<file path="src/hw/rtl/dfp_pkg.sv">
// ----------------------------------------------------------------------------
// dfp_pkg
// shared types and constants of the delimited frame parser
// ----------------------------------------------------------------------------
package dfp_pkg;

  typedef enum logic [2:0] {
    PH_IDLE   = 3'd0,
    PH_TOTAL  = 3'd1,
    PH_CMDLEN = 3'd2,
    PH_CMD    = 3'd3,
    PH_FMTLEN = 3'd4,
    PH_FMT    = 3'd5,
    PH_DATA   = 3'd6,
    PH_END    = 3'd7
  } phase_t;

  typedef enum logic [2:0] {
    K_HEADER = 3'd0,
    K_CMD    = 3'd1,
    K_FMT    = 3'd2,
    K_DATA   = 3'd3,
    K_ACCEPT = 3'd4,
    K_ERROR  = 3'd5
  } kind_t;

  localparam logic [7:0] START_MARK    = 8'h3C;
  localparam logic [7:0] END_MARK      = 8'h3E;
  localparam logic [9:0] LENGTH_FIELDS = 10'd2;

endpackage

</file>
<file path="src/hw/rtl/delimited_frame_parser_top.sv">
// ----------------------------------------------------------------------------
// delimited_frame_parser_top
// byte-serial parser for '<' total cmdlen cmd fmtlen fmt data '>' frames
// ----------------------------------------------------------------------------
// The input channel (in_valid, in_stall, in_rx_byte) takes one received word
// per cycle while in_stall is low. For every word one result word leaves on
// the output channel (out_valid, out_stall, out_byte, out_kind, out_position,
// out_last_in_section) classifying it as header, command, format or data
// byte, frame accept or frame error.
// The parser state and the classification are updated at the accepting edge
// and the result is held in an output register, so it appears in the cycle
// after the word is accepted. Throughput is one word per cycle while in_stall
// is low, with a single phase and counter update per word.
// While out_stall is high with a result pending, in_stall is raised and the
// held result stays unchanged; a new word is taken in the same cycle the
// pending result is removed.
// Reset (rst_n low, synchronous) returns the parser to idle, clears the
// lengths and counters and empties the output register.
// ----------------------------------------------------------------------------
module delimited_frame_parser_top (
  input  logic       clk,
  input  logic       rst_n,
  input  logic       in_valid,
  output logic       in_stall,
  input  logic [7:0] in_rx_byte,
  output logic       out_valid,
  input  logic       out_stall,
  output logic [7:0] out_byte,
  output logic [2:0] out_kind,
  output logic [7:0] out_position,
  output logic       out_last_in_section
);

  dfp_pkg::phase_t phase_r, phase_nxt;
  logic [7:0] total_len_r, total_len_nxt;
  logic [7:0] cmd_len_r, cmd_len_nxt;
  logic [7:0] fmt_len_r, fmt_len_nxt;
  logic [7:0] bytes_left_r, bytes_left_nxt;
  logic [7:0] sect_idx_r, sect_idx_nxt;

  logic        out_valid_r;
  logic [7:0]  out_byte_r;
  dfp_pkg::kind_t out_kind_r, kind_nxt;
  logic [7:0]  out_pos_r, pos_nxt;
  logic        out_last_r, last_nxt;

  logic              acc;
  logic [7:0]        fmt_src;
  logic signed [9:0] data_n;
  logic              data_pos;

  assign in_stall = out_valid_r && out_stall;
  assign acc      = in_valid && !in_stall;

  // data count uses the incoming format length when it is being received
  assign fmt_src  = (phase_r == dfp_pkg::PH_FMTLEN) ? in_rx_byte : fmt_len_r;
  assign data_n   = $signed({2'b00, total_len_r} - dfp_pkg::LENGTH_FIELDS
                    - {2'b00, cmd_len_r} - {2'b00, fmt_src});
  assign data_pos = (data_n > 10'sd0);

  always_comb begin
    phase_nxt      = phase_r;
    total_len_nxt  = total_len_r;
    cmd_len_nxt    = cmd_len_r;
    fmt_len_nxt    = fmt_len_r;
    bytes_left_nxt = bytes_left_r;
    sect_idx_nxt   = sect_idx_r;
    kind_nxt       = dfp_pkg::K_HEADER;
    pos_nxt        = 8'd0;
    last_nxt       = 1'b0;
    case (phase_r)
      dfp_pkg::PH_IDLE: begin
        if (in_rx_byte == dfp_pkg::START_MARK) begin
          phase_nxt = dfp_pkg::PH_TOTAL;
        end else begin
          kind_nxt = dfp_pkg::K_ERROR;
        end
      end
      dfp_pkg::PH_TOTAL: begin
        total_len_nxt = in_rx_byte;
        phase_nxt     = dfp_pkg::PH_CMDLEN;
      end
      dfp_pkg::PH_CMDLEN: begin
        cmd_len_nxt  = in_rx_byte;
        sect_idx_nxt = 8'd0;
        if (in_rx_byte != 8'd0) begin
          phase_nxt      = dfp_pkg::PH_CMD;
          bytes_left_nxt = in_rx_byte;
        end else begin
          phase_nxt      = dfp_pkg::PH_FMTLEN;
          bytes_left_nxt = 8'd0;
        end
      end
      dfp_pkg::PH_FMTLEN: begin
        fmt_len_nxt  = in_rx_byte;
        sect_idx_nxt = 8'd0;
        if (in_rx_byte != 8'd0) begin
          phase_nxt      = dfp_pkg::PH_FMT;
          bytes_left_nxt = in_rx_byte;
        end else if (data_pos) begin
          phase_nxt      = dfp_pkg::PH_DATA;
          bytes_left_nxt = data_n[7:0];
        end else begin
          phase_nxt      = dfp_pkg::PH_END;
          bytes_left_nxt = 8'd0;
        end
      end
      dfp_pkg::PH_CMD, dfp_pkg::PH_FMT, dfp_pkg::PH_DATA: begin
        if (phase_r == dfp_pkg::PH_CMD) begin
          kind_nxt = dfp_pkg::K_CMD;
        end else if (phase_r == dfp_pkg::PH_FMT) begin
          kind_nxt = dfp_pkg::K_FMT;
        end else begin
          kind_nxt = dfp_pkg::K_DATA;
        end
        pos_nxt        = sect_idx_r;
        last_nxt       = (bytes_left_r <= 8'd1);
        sect_idx_nxt   = sect_idx_r + 8'd1;
        bytes_left_nxt = bytes_left_r - 8'd1;
        if (last_nxt) begin
          sect_idx_nxt = 8'd0;
          if (phase_r == dfp_pkg::PH_CMD) begin
            phase_nxt      = dfp_pkg::PH_FMTLEN;
            bytes_left_nxt = 8'd0;
          end else if (phase_r == dfp_pkg::PH_FMT && data_pos) begin
            phase_nxt      = dfp_pkg::PH_DATA;
            bytes_left_nxt = data_n[7:0];
          end else begin
            phase_nxt      = dfp_pkg::PH_END;
            bytes_left_nxt = 8'd0;
          end
        end
      end
      dfp_pkg::PH_END: begin
        kind_nxt  = (in_rx_byte == dfp_pkg::END_MARK) ? dfp_pkg::K_ACCEPT
                                                      : dfp_pkg::K_ERROR;
        phase_nxt = dfp_pkg::PH_IDLE;
      end
      default: begin
        phase_nxt = dfp_pkg::PH_IDLE;
      end
    endcase
  end

  always_ff @(posedge clk) begin
    if (!rst_n) begin
      phase_r      <= dfp_pkg::PH_IDLE;
      total_len_r  <= 8'd0;
      cmd_len_r    <= 8'd0;
      fmt_len_r    <= 8'd0;
      bytes_left_r <= 8'd0;
      sect_idx_r   <= 8'd0;
    end else if (acc) begin
      phase_r      <= phase_nxt;
      total_len_r  <= total_len_nxt;
      cmd_len_r    <= cmd_len_nxt;
      fmt_len_r    <= fmt_len_nxt;
      bytes_left_r <= bytes_left_nxt;
      sect_idx_r   <= sect_idx_nxt;
    end
  end

  always_ff @(posedge clk) begin
    if (!rst_n) begin
      out_valid_r <= 1'b0;
    end else if (acc) begin
      out_valid_r <= 1'b1;
    end else if (!out_stall) begin
      out_valid_r <= 1'b0;
    end
  end

  // result word payload
  always_ff @(posedge clk) begin
    if (acc) begin
      out_byte_r <= in_rx_byte;
      out_kind_r <= kind_nxt;
      out_pos_r  <= pos_nxt;
      out_last_r <= last_nxt;
    end
  end

  assign out_valid           = out_valid_r;
  assign out_byte            = out_byte_r;
  assign out_kind            = out_kind_r;
  assign out_position        = out_pos_r;
  assign out_last_in_section = out_last_r;

endmodule

</file>
<file path="config.mk">
export PLATFORM = sky130hd
export DESIGN_NAME = delimited_frame_parser_top
export DESIGN_NICKNAME = d
export VERILOG_FILES = /design/src/hw/rtl/dfp_pkg.sv /design/src/hw/rtl/delimited_frame_parser_top.sv
export SDC_FILE = /design/constraint.sdc
export NUM_CORES = 1
export LEC_CHECK = 0
export BUFFER_PORTS_ARGS = -buffer_cell sky130_fd_sc_hd__buf_2
export CAP_MARGIN = 20
export CORE_ASPECT_RATIO = 0.5
export CORE_UTILIZATION = 25
export CTS_BUF_LIST = sky130_fd_sc_hd__clkbuf_4 sky130_fd_sc_hd__clkbuf_8
export DETAILED_ROUTE_END_ITERATION = 10
export SLEW_MARGIN = 20
export SYNTH_ARGS = -nofsm -noshare
export SYNTH_HDL_FRONTEND = slang
export SYNTH_SLANG_ARGS = --single-unit
</file>
<file path="constraint.sdc">
create_clock -name clk -period 3.9 [get_ports clk]
set_input_delay 0.585 -clock clk [delete_from_list [all_inputs] [get_ports clk]]
set_output_delay 0.585 -clock clk [all_outputs]
set_load 0.01 [all_outputs]
</file>
Yosys cells after proc, flatten, opt, wreduce, memory -nomap -nowiden
Index checks and enable logic that the tools add are counted.
{"block": "word_totals", "regBits": 64, "latch_bits": 0, "ramBits": 0, "rom_bits": 0, "inputBits": 12, "word_cells": 70, "memories": 0}
{"block": "classes", "n_addsub": 5, "mul": 0, "div": 0, "order_cmp": 2, "eq_ne": 12, "shifts": 0, "mux": 25, "n_bitwise": 0, "reduce_logical": 15}
{"cell": "8-bit 2-to-1 mux", "n": 8}
{"cell": "8-bit case mux with 3 select lines", "n": 1}
{"cell": "3-bit case mux with 6 select lines", "n": 1}
{"cell": "8-bit by 6-bit == test with 1-bit output (second input constant)", "n": 2}
{"cell": "8-bit case mux with 2 select lines", "n": 1}
{"cell": "3-bit == test (second input constant)", "n": 4}
{"cell": "3-bit 2-to-1 mux", "n": 4}
{"cell": "10-bit by 1-bit greater-than comparator with 1-bit output (second input constant)", "n": 1}
{"cell": "10-bit by 8-bit subtractor with 10-bit output", "n": 1}
{"cell": "9-bit by 9-bit subtractor with 10-bit output", "n": 1}
{"cell": "3-bit case mux with 3 select lines", "n": 1}
{"cell": "8-bit by 2-bit subtractor with 9-bit output (second input constant)", "n": 1}
{"cell": "8-bit by 1-bit adder with 8-bit output (second input constant)", "n": 1}
{"cell": "8-bit by 1-bit <= comparator with 1-bit output (second input constant)", "n": 1}
{"cell": "2-bit AND reduction", "n": 4}
{"cell": "8-bit nonzero test", "n": 1}
{"cell": "8-bit by 1-bit subtractor with 8-bit output (second input constant)", "n": 1}
{"cell": "3-bit by 2-bit == test with 1-bit output (second input constant)", "n": 2}
{"cell": "1-bit 2-to-1 mux", "n": 6}
{"cell": "2-bit 2-to-1 mux", "n": 3}
{"cell": "2-bit != test (second input constant)", "n": 2}
{"cell": "3-bit by 1-bit == test with 1-bit output (second input constant)", "n": 1}
{"cell": "1-bit logical AND", "n": 3}
{"cell": "3-bit logical NOT", "n": 1}
{"cell": "other kinds (7)", "n": 7}

Depth between registers and ports, before layout
{"block": "depth", "ltp_word": 9, "ltp_mapped": 14, "depth_no_buf": 12}

Least setup slack after synthesis
OpenSTA, ideal clock, no wires.
{"block": "synth_path", "kind": "flip-flop to flip-flop", "start": "register phase_r[1]", "end": "register bytes_left_r[4]", "setup_ns": 0.074, "arrival_time_ns": 3.872, "required_ns": 3.826, "setup_slack_ns": -0.047, "stages_incl_launch_ff": 13, "path_buffers": 1, "period_less_slack_ns": 3.947, "cell_sequence": "dfxtp_1 -> nand2b_1 -> buf_2 -> nor2_1 -> mux2i_1 -> fa_1 -> ha_1 -> a21oi_2 -> a211oi_1 -> or4_1 -> o311a_2 -> or4_1 -> a31oi_1"}
{"block": "synth_via", "elab_chain_cells": 9, "word_cells_on_any_way": 18}
{"item": "start: declaration", "line_no": "delimited_frame_parser_top.sv:34", "rtl": "dfp_pkg::phase_t phase_r, phase_nxt;"}
{"item": "start signal: assignment", "line_no": "delimited_frame_parser_top.sv:147", "rtl": "phase_r <= dfp_pkg::PH_IDLE;"}
{"item": "start signal: assignment", "line_no": "delimited_frame_parser_top.sv:154", "rtl": "phase_r <= phase_nxt;"}
{"item": "3-bit == test", "line_no": "delimited_frame_parser_top.sv:56, delimited_frame_parser_top.sv:71"}
{"item": "8-bit 2-to-1 mux"}
{"item": "10-bit by 8-bit subtractor with 10-bit output", "line_no": "delimited_frame_parser_top.sv:58", "rtl": "- {2'b00, cmd_len_r} - {2'b00, fmt_src});"}
{"item": "10-bit by 1-bit greater-than comparator with 1-bit output", "line_no": "delimited_frame_parser_top.sv:59", "rtl": "assign data_pos = (data_n > 10'sd0);"}
{"item": "1-bit logical AND", "line_no": "delimited_frame_parser_top.sv:125", "rtl": "end else if (phase_r == dfp_pkg::PH_FMT && data_pos) begin"}
{"item": "8-bit 2-to-1 mux", "line_no": "delimited_frame_parser_top.sv:125"}
{"item": "8-bit 2-to-1 mux", "line_no": "delimited_frame_parser_top.sv:122", "rtl": "if (phase_r == dfp_pkg::PH_CMD) begin"}
{"item": "8-bit 2-to-1 mux", "line_no": "delimited_frame_parser_top.sv:120", "rtl": "if (last_nxt) begin"}
{"item": "8-bit case mux with 3 select lines", "line_no": "delimited_frame_parser_top.sv:71", "rtl": "case (phase_r)"}
{"item": "end signal: assignment", "line_no": "delimited_frame_parser_top.sv:158", "rtl": "bytes_left_r <= bytes_left_nxt;"}
{"item": "end: declaration", "line_no": "delimited_frame_parser_top.sv:38", "rtl": "logic [7:0] bytes_left_r, bytes_left_nxt;"}
Several ways; a longest one is shown, not always the timed one.
A chain may end at the register's enable or synchronous reset.

Worst setup path in the final report
Ends and elaborated chain as after synthesis.

==> out/qor.csv <==
stage;metric;value;unit
clock_tree;clk_pin_slew;0.08;ns
power_and_ir_drop;powerDensity;337;nW/um^2
power_and_ir_drop;ir_drop;0.127;mV
run;maxCapViolCount;0;
placed_design;dp_hpwl;6.85;mm
grt;grt.total_usage;0.126;
sta;finalHoldViolations;0;
floorplanning;initial_utilization;0.258;
grt;grt_pass1_wl;15.1;mm
final_layout;area_growth;20.4;%
setup_path;end_kind;register;
synth;yosysSeqAreaShare;0.394;
clock_tree;htreeDepth;3;
floorplanning;design.core.area;14600;um^2
sta;setup_tns;0;ns
synth;synth_cells;401;
final_layout;diodes;0;
final_layout;design_area;4530;um^2
placed_design;numPortBuffers;33;
sta;min_period;3.75;ns
floorplanning;die-height;88.7;um
synth;synthDistinctLibCells;52;
clock_tree;cts_buffer_depth;2;
floorplanning;rows;31;
sta;fin_skew;0.0102;ns
detailed_routing;wirelength;9.48;mm
sta;worstMarginPinSlew;0.814;ns
setup_path;startpoint_type;register;
placed_design;placedCellCount;633;
grt;antenna_found_initial;0;
sta;setup_viol;0;
grt;grt_pass1_vias;2904;
detailed_routing;antenna_left;0;
setup_path;crit_required;4.19;ns
sta;maxSlewViolCount;0;
final_layout;mostFrequentLayoutCells;47 x nor2_1, 44 x dfxtp_1, 33 x buf_2;
synth;syn_nets;436;
placed_design;dpl_cell_area;4250;um^2
setup_path;crit_arrival;4.03;ns
setup_path;path_class;register to register;
final_layout;num-nets-final;484;
grt;grt-ovfl-total;0;
final_layout;fillers;1539;
power_and_ir_drop;leakage;1.73;nW
clock_tree;cts_hold_buf;0;
synth;yosys_most_used_dff;dfxtp_1;
final_layout;layout_commonest_cell;nor2_1;
floorplanning;die_w;175;um
floorplanning;top_level_ports;34;
detailed_routing;wl_per_cell;14.5;um
final_layout;drive_gt1_frac;0.189;
synth;synthesis.area;3760;um^2
detailed_routing;firstDrtPassIters;4;
sta;relSlewSlack;0.457;
sta;max_freq;267;MHz
clock_tree;numCtsBuffers;9;
floorplanning;die_area;15600;um^2
placed_design;dp_slack;0.110;ns
outcome;status;complete, no violations;
detailed_routing;vias;3109;
synth;synth_edf_count;20;
clock_tree;clkLatencyLatePin;0.36;ns
clock_tree;tritoncts;yes;
detailed_routing;drt-initial-drc-count;200;
synth;synth.ff_latch_count;64;
detailed_routing;viasPerCell;4.77;
synth;syn_area_per_cell;9.38;um^2
clock_tree;cts.root.buffer_cell;clkbuf_8;
sta;fin_ws;0.151;ns
setup_path;cp_max_fo;9;
synth;postSynth.asyncResetShare;0;
detailed_routing;remaining_drc_errors;0;
grt;grt_max_degree;32;
worst_hold_path;hp-class;input port to register;
placed_design;place.gp.congestion;0.852;
synth;yosysWarnings;0;
final_layout;layoutNonFillerInstCount;652;
clock_tree;cts.sinks;64;
sta;period_share;0.961;
registers in the layout, indices dropped and copies added, names as in the netlist:
name	count
out_position	8
fmt_len_r	8
out_kind	3
cmd_len_r	8
out_valid	1
sect_idx_r	8
out_last_in_section	1
phase_r	3
total_len_r	8
bytes_left_r	8
out_byte	8
repair_timing:
item	4_1_cts	5_1_grt
endpoints found under the setup margin	0	8
buffers inserted	0	3
gates resized for setup	0	7
cells in the mapped netlist (all sizes together), types with 2 or more instances:
library cell   n  share of area
nor2          48          0.048
dfxtp         44           0.23
mux2i         25          0.067
inv           24          0.024
a21oi         21          0.029
nand2         21          0.021
edfxtp        20           0.16
o21ai         17          0.023
clkbuf        16          0.019
ha            15          0.050
xor2          13          0.030
a211oi        12          0.024
nand3         12          0.016
and2          10          0.017
xnor2         10          0.023
or4            9          0.018
fa             8          0.043
nor3           7         0.0093
a221oi         6          0.014
nor4           5          0.012
a21o           4         0.0080
nand2b         4         0.0067
nand3b         4         0.0080
nand4          4         0.0067
nor3b          4         0.0080
o211ai         4         0.0080
a21boi         3         0.0060
nor4b          3         0.0070
or3            3         0.0050
a31oi          2         0.0033
and3b          2         0.0047
mux2           2         0.0060
nor2b          2         0.0033
o221a          2         0.0060
or4b           2         0.0053
report_power, final:
| group | total (mW) | switching [mW] | internal (mW) |
|---|---|---|---|
| Sequential | 0.707 | 0.00561 | 0.701 |
| Clock | 0.678 | 0.310 | 0.368 |
| Combinational | 0.139 | 0.0868 | 0.0520 |
through the flow:
step | hold WS [ns] | power, mW | utilization
2_1_floorplan | 0.451 | 0.800 | -
4_1_cts | 0.463 | 1.53 | 0.307
6_report | 0.470 | 1.52 | 0.310
3_5_place_dp | 0.479 | 0.857 | 0.291
3_3_place_gp | 0.465 | 0.855 | 0.291
5_1_grt | 0.474 | 1.58 | 0.310
logic make-up (layout without fill, tap and decap cells):
logic type,Yosys count,count (layout),synth area share
DFF,64,64,0.394
and+or+nand+nor,143,143,0.201
buffers and inverters,41,94,0.0439
AOI/OAI and AO/OA,80,80,0.142
muxes,27,27,0.0725
xor gates and xnor gates,23,23,0.0536
adders and majority gates,23,23,0.0925
critical path, stage by stage (launching register included):
cell      delay, ns
dfxtp_1        0.32
nand2b_1       0.19
nor2_4         0.21
buf_4          0.14
mux2i_1        0.26
fa_1           0.51
ha_1           0.20
o211ai_1       0.31
a211oi_2       0.13
or4_1          0.51
o311a_2        0.21
or4_1          0.51
a31oi_1        0.16
worst paths after layout:
kind | startpoint | end | slack, ns | cells after the start
max | phase_r[1] | bytes_left_r[4] | 0.15 | 12
min | in_valid | out_valid | 0.47 | 2
max reg2reg | phase_r[1] | bytes_left_r[4] | 0.15 | 12
min reg2reg | fmt_len_r[1] | fmt_len_r[1] | 0.49 | 2
layout make-up:
type,count,area (um^2),share of cell area
Tap cell,198,248,0.0547
Clock inverter,7,101,0.0224
Inverter,24,90.1,0.0199
Timing Repair Buffer,54,323,0.0713
Multi-Input combinational cell,296,2160,0.477
Clock buffer,9,124,0.0274
Sequential cell,64,1480,0.327
routing by layer:
layer,routed length [um],up-vias,track usage
met3,282,13,0.0249
li1,-,1542,-
met4,166,0,0.0403
met1,4740,1502,0.163
met2,4290,52,0.214
met5,0,-,0
Note: power is estimated with default switching activity, not from simulation.
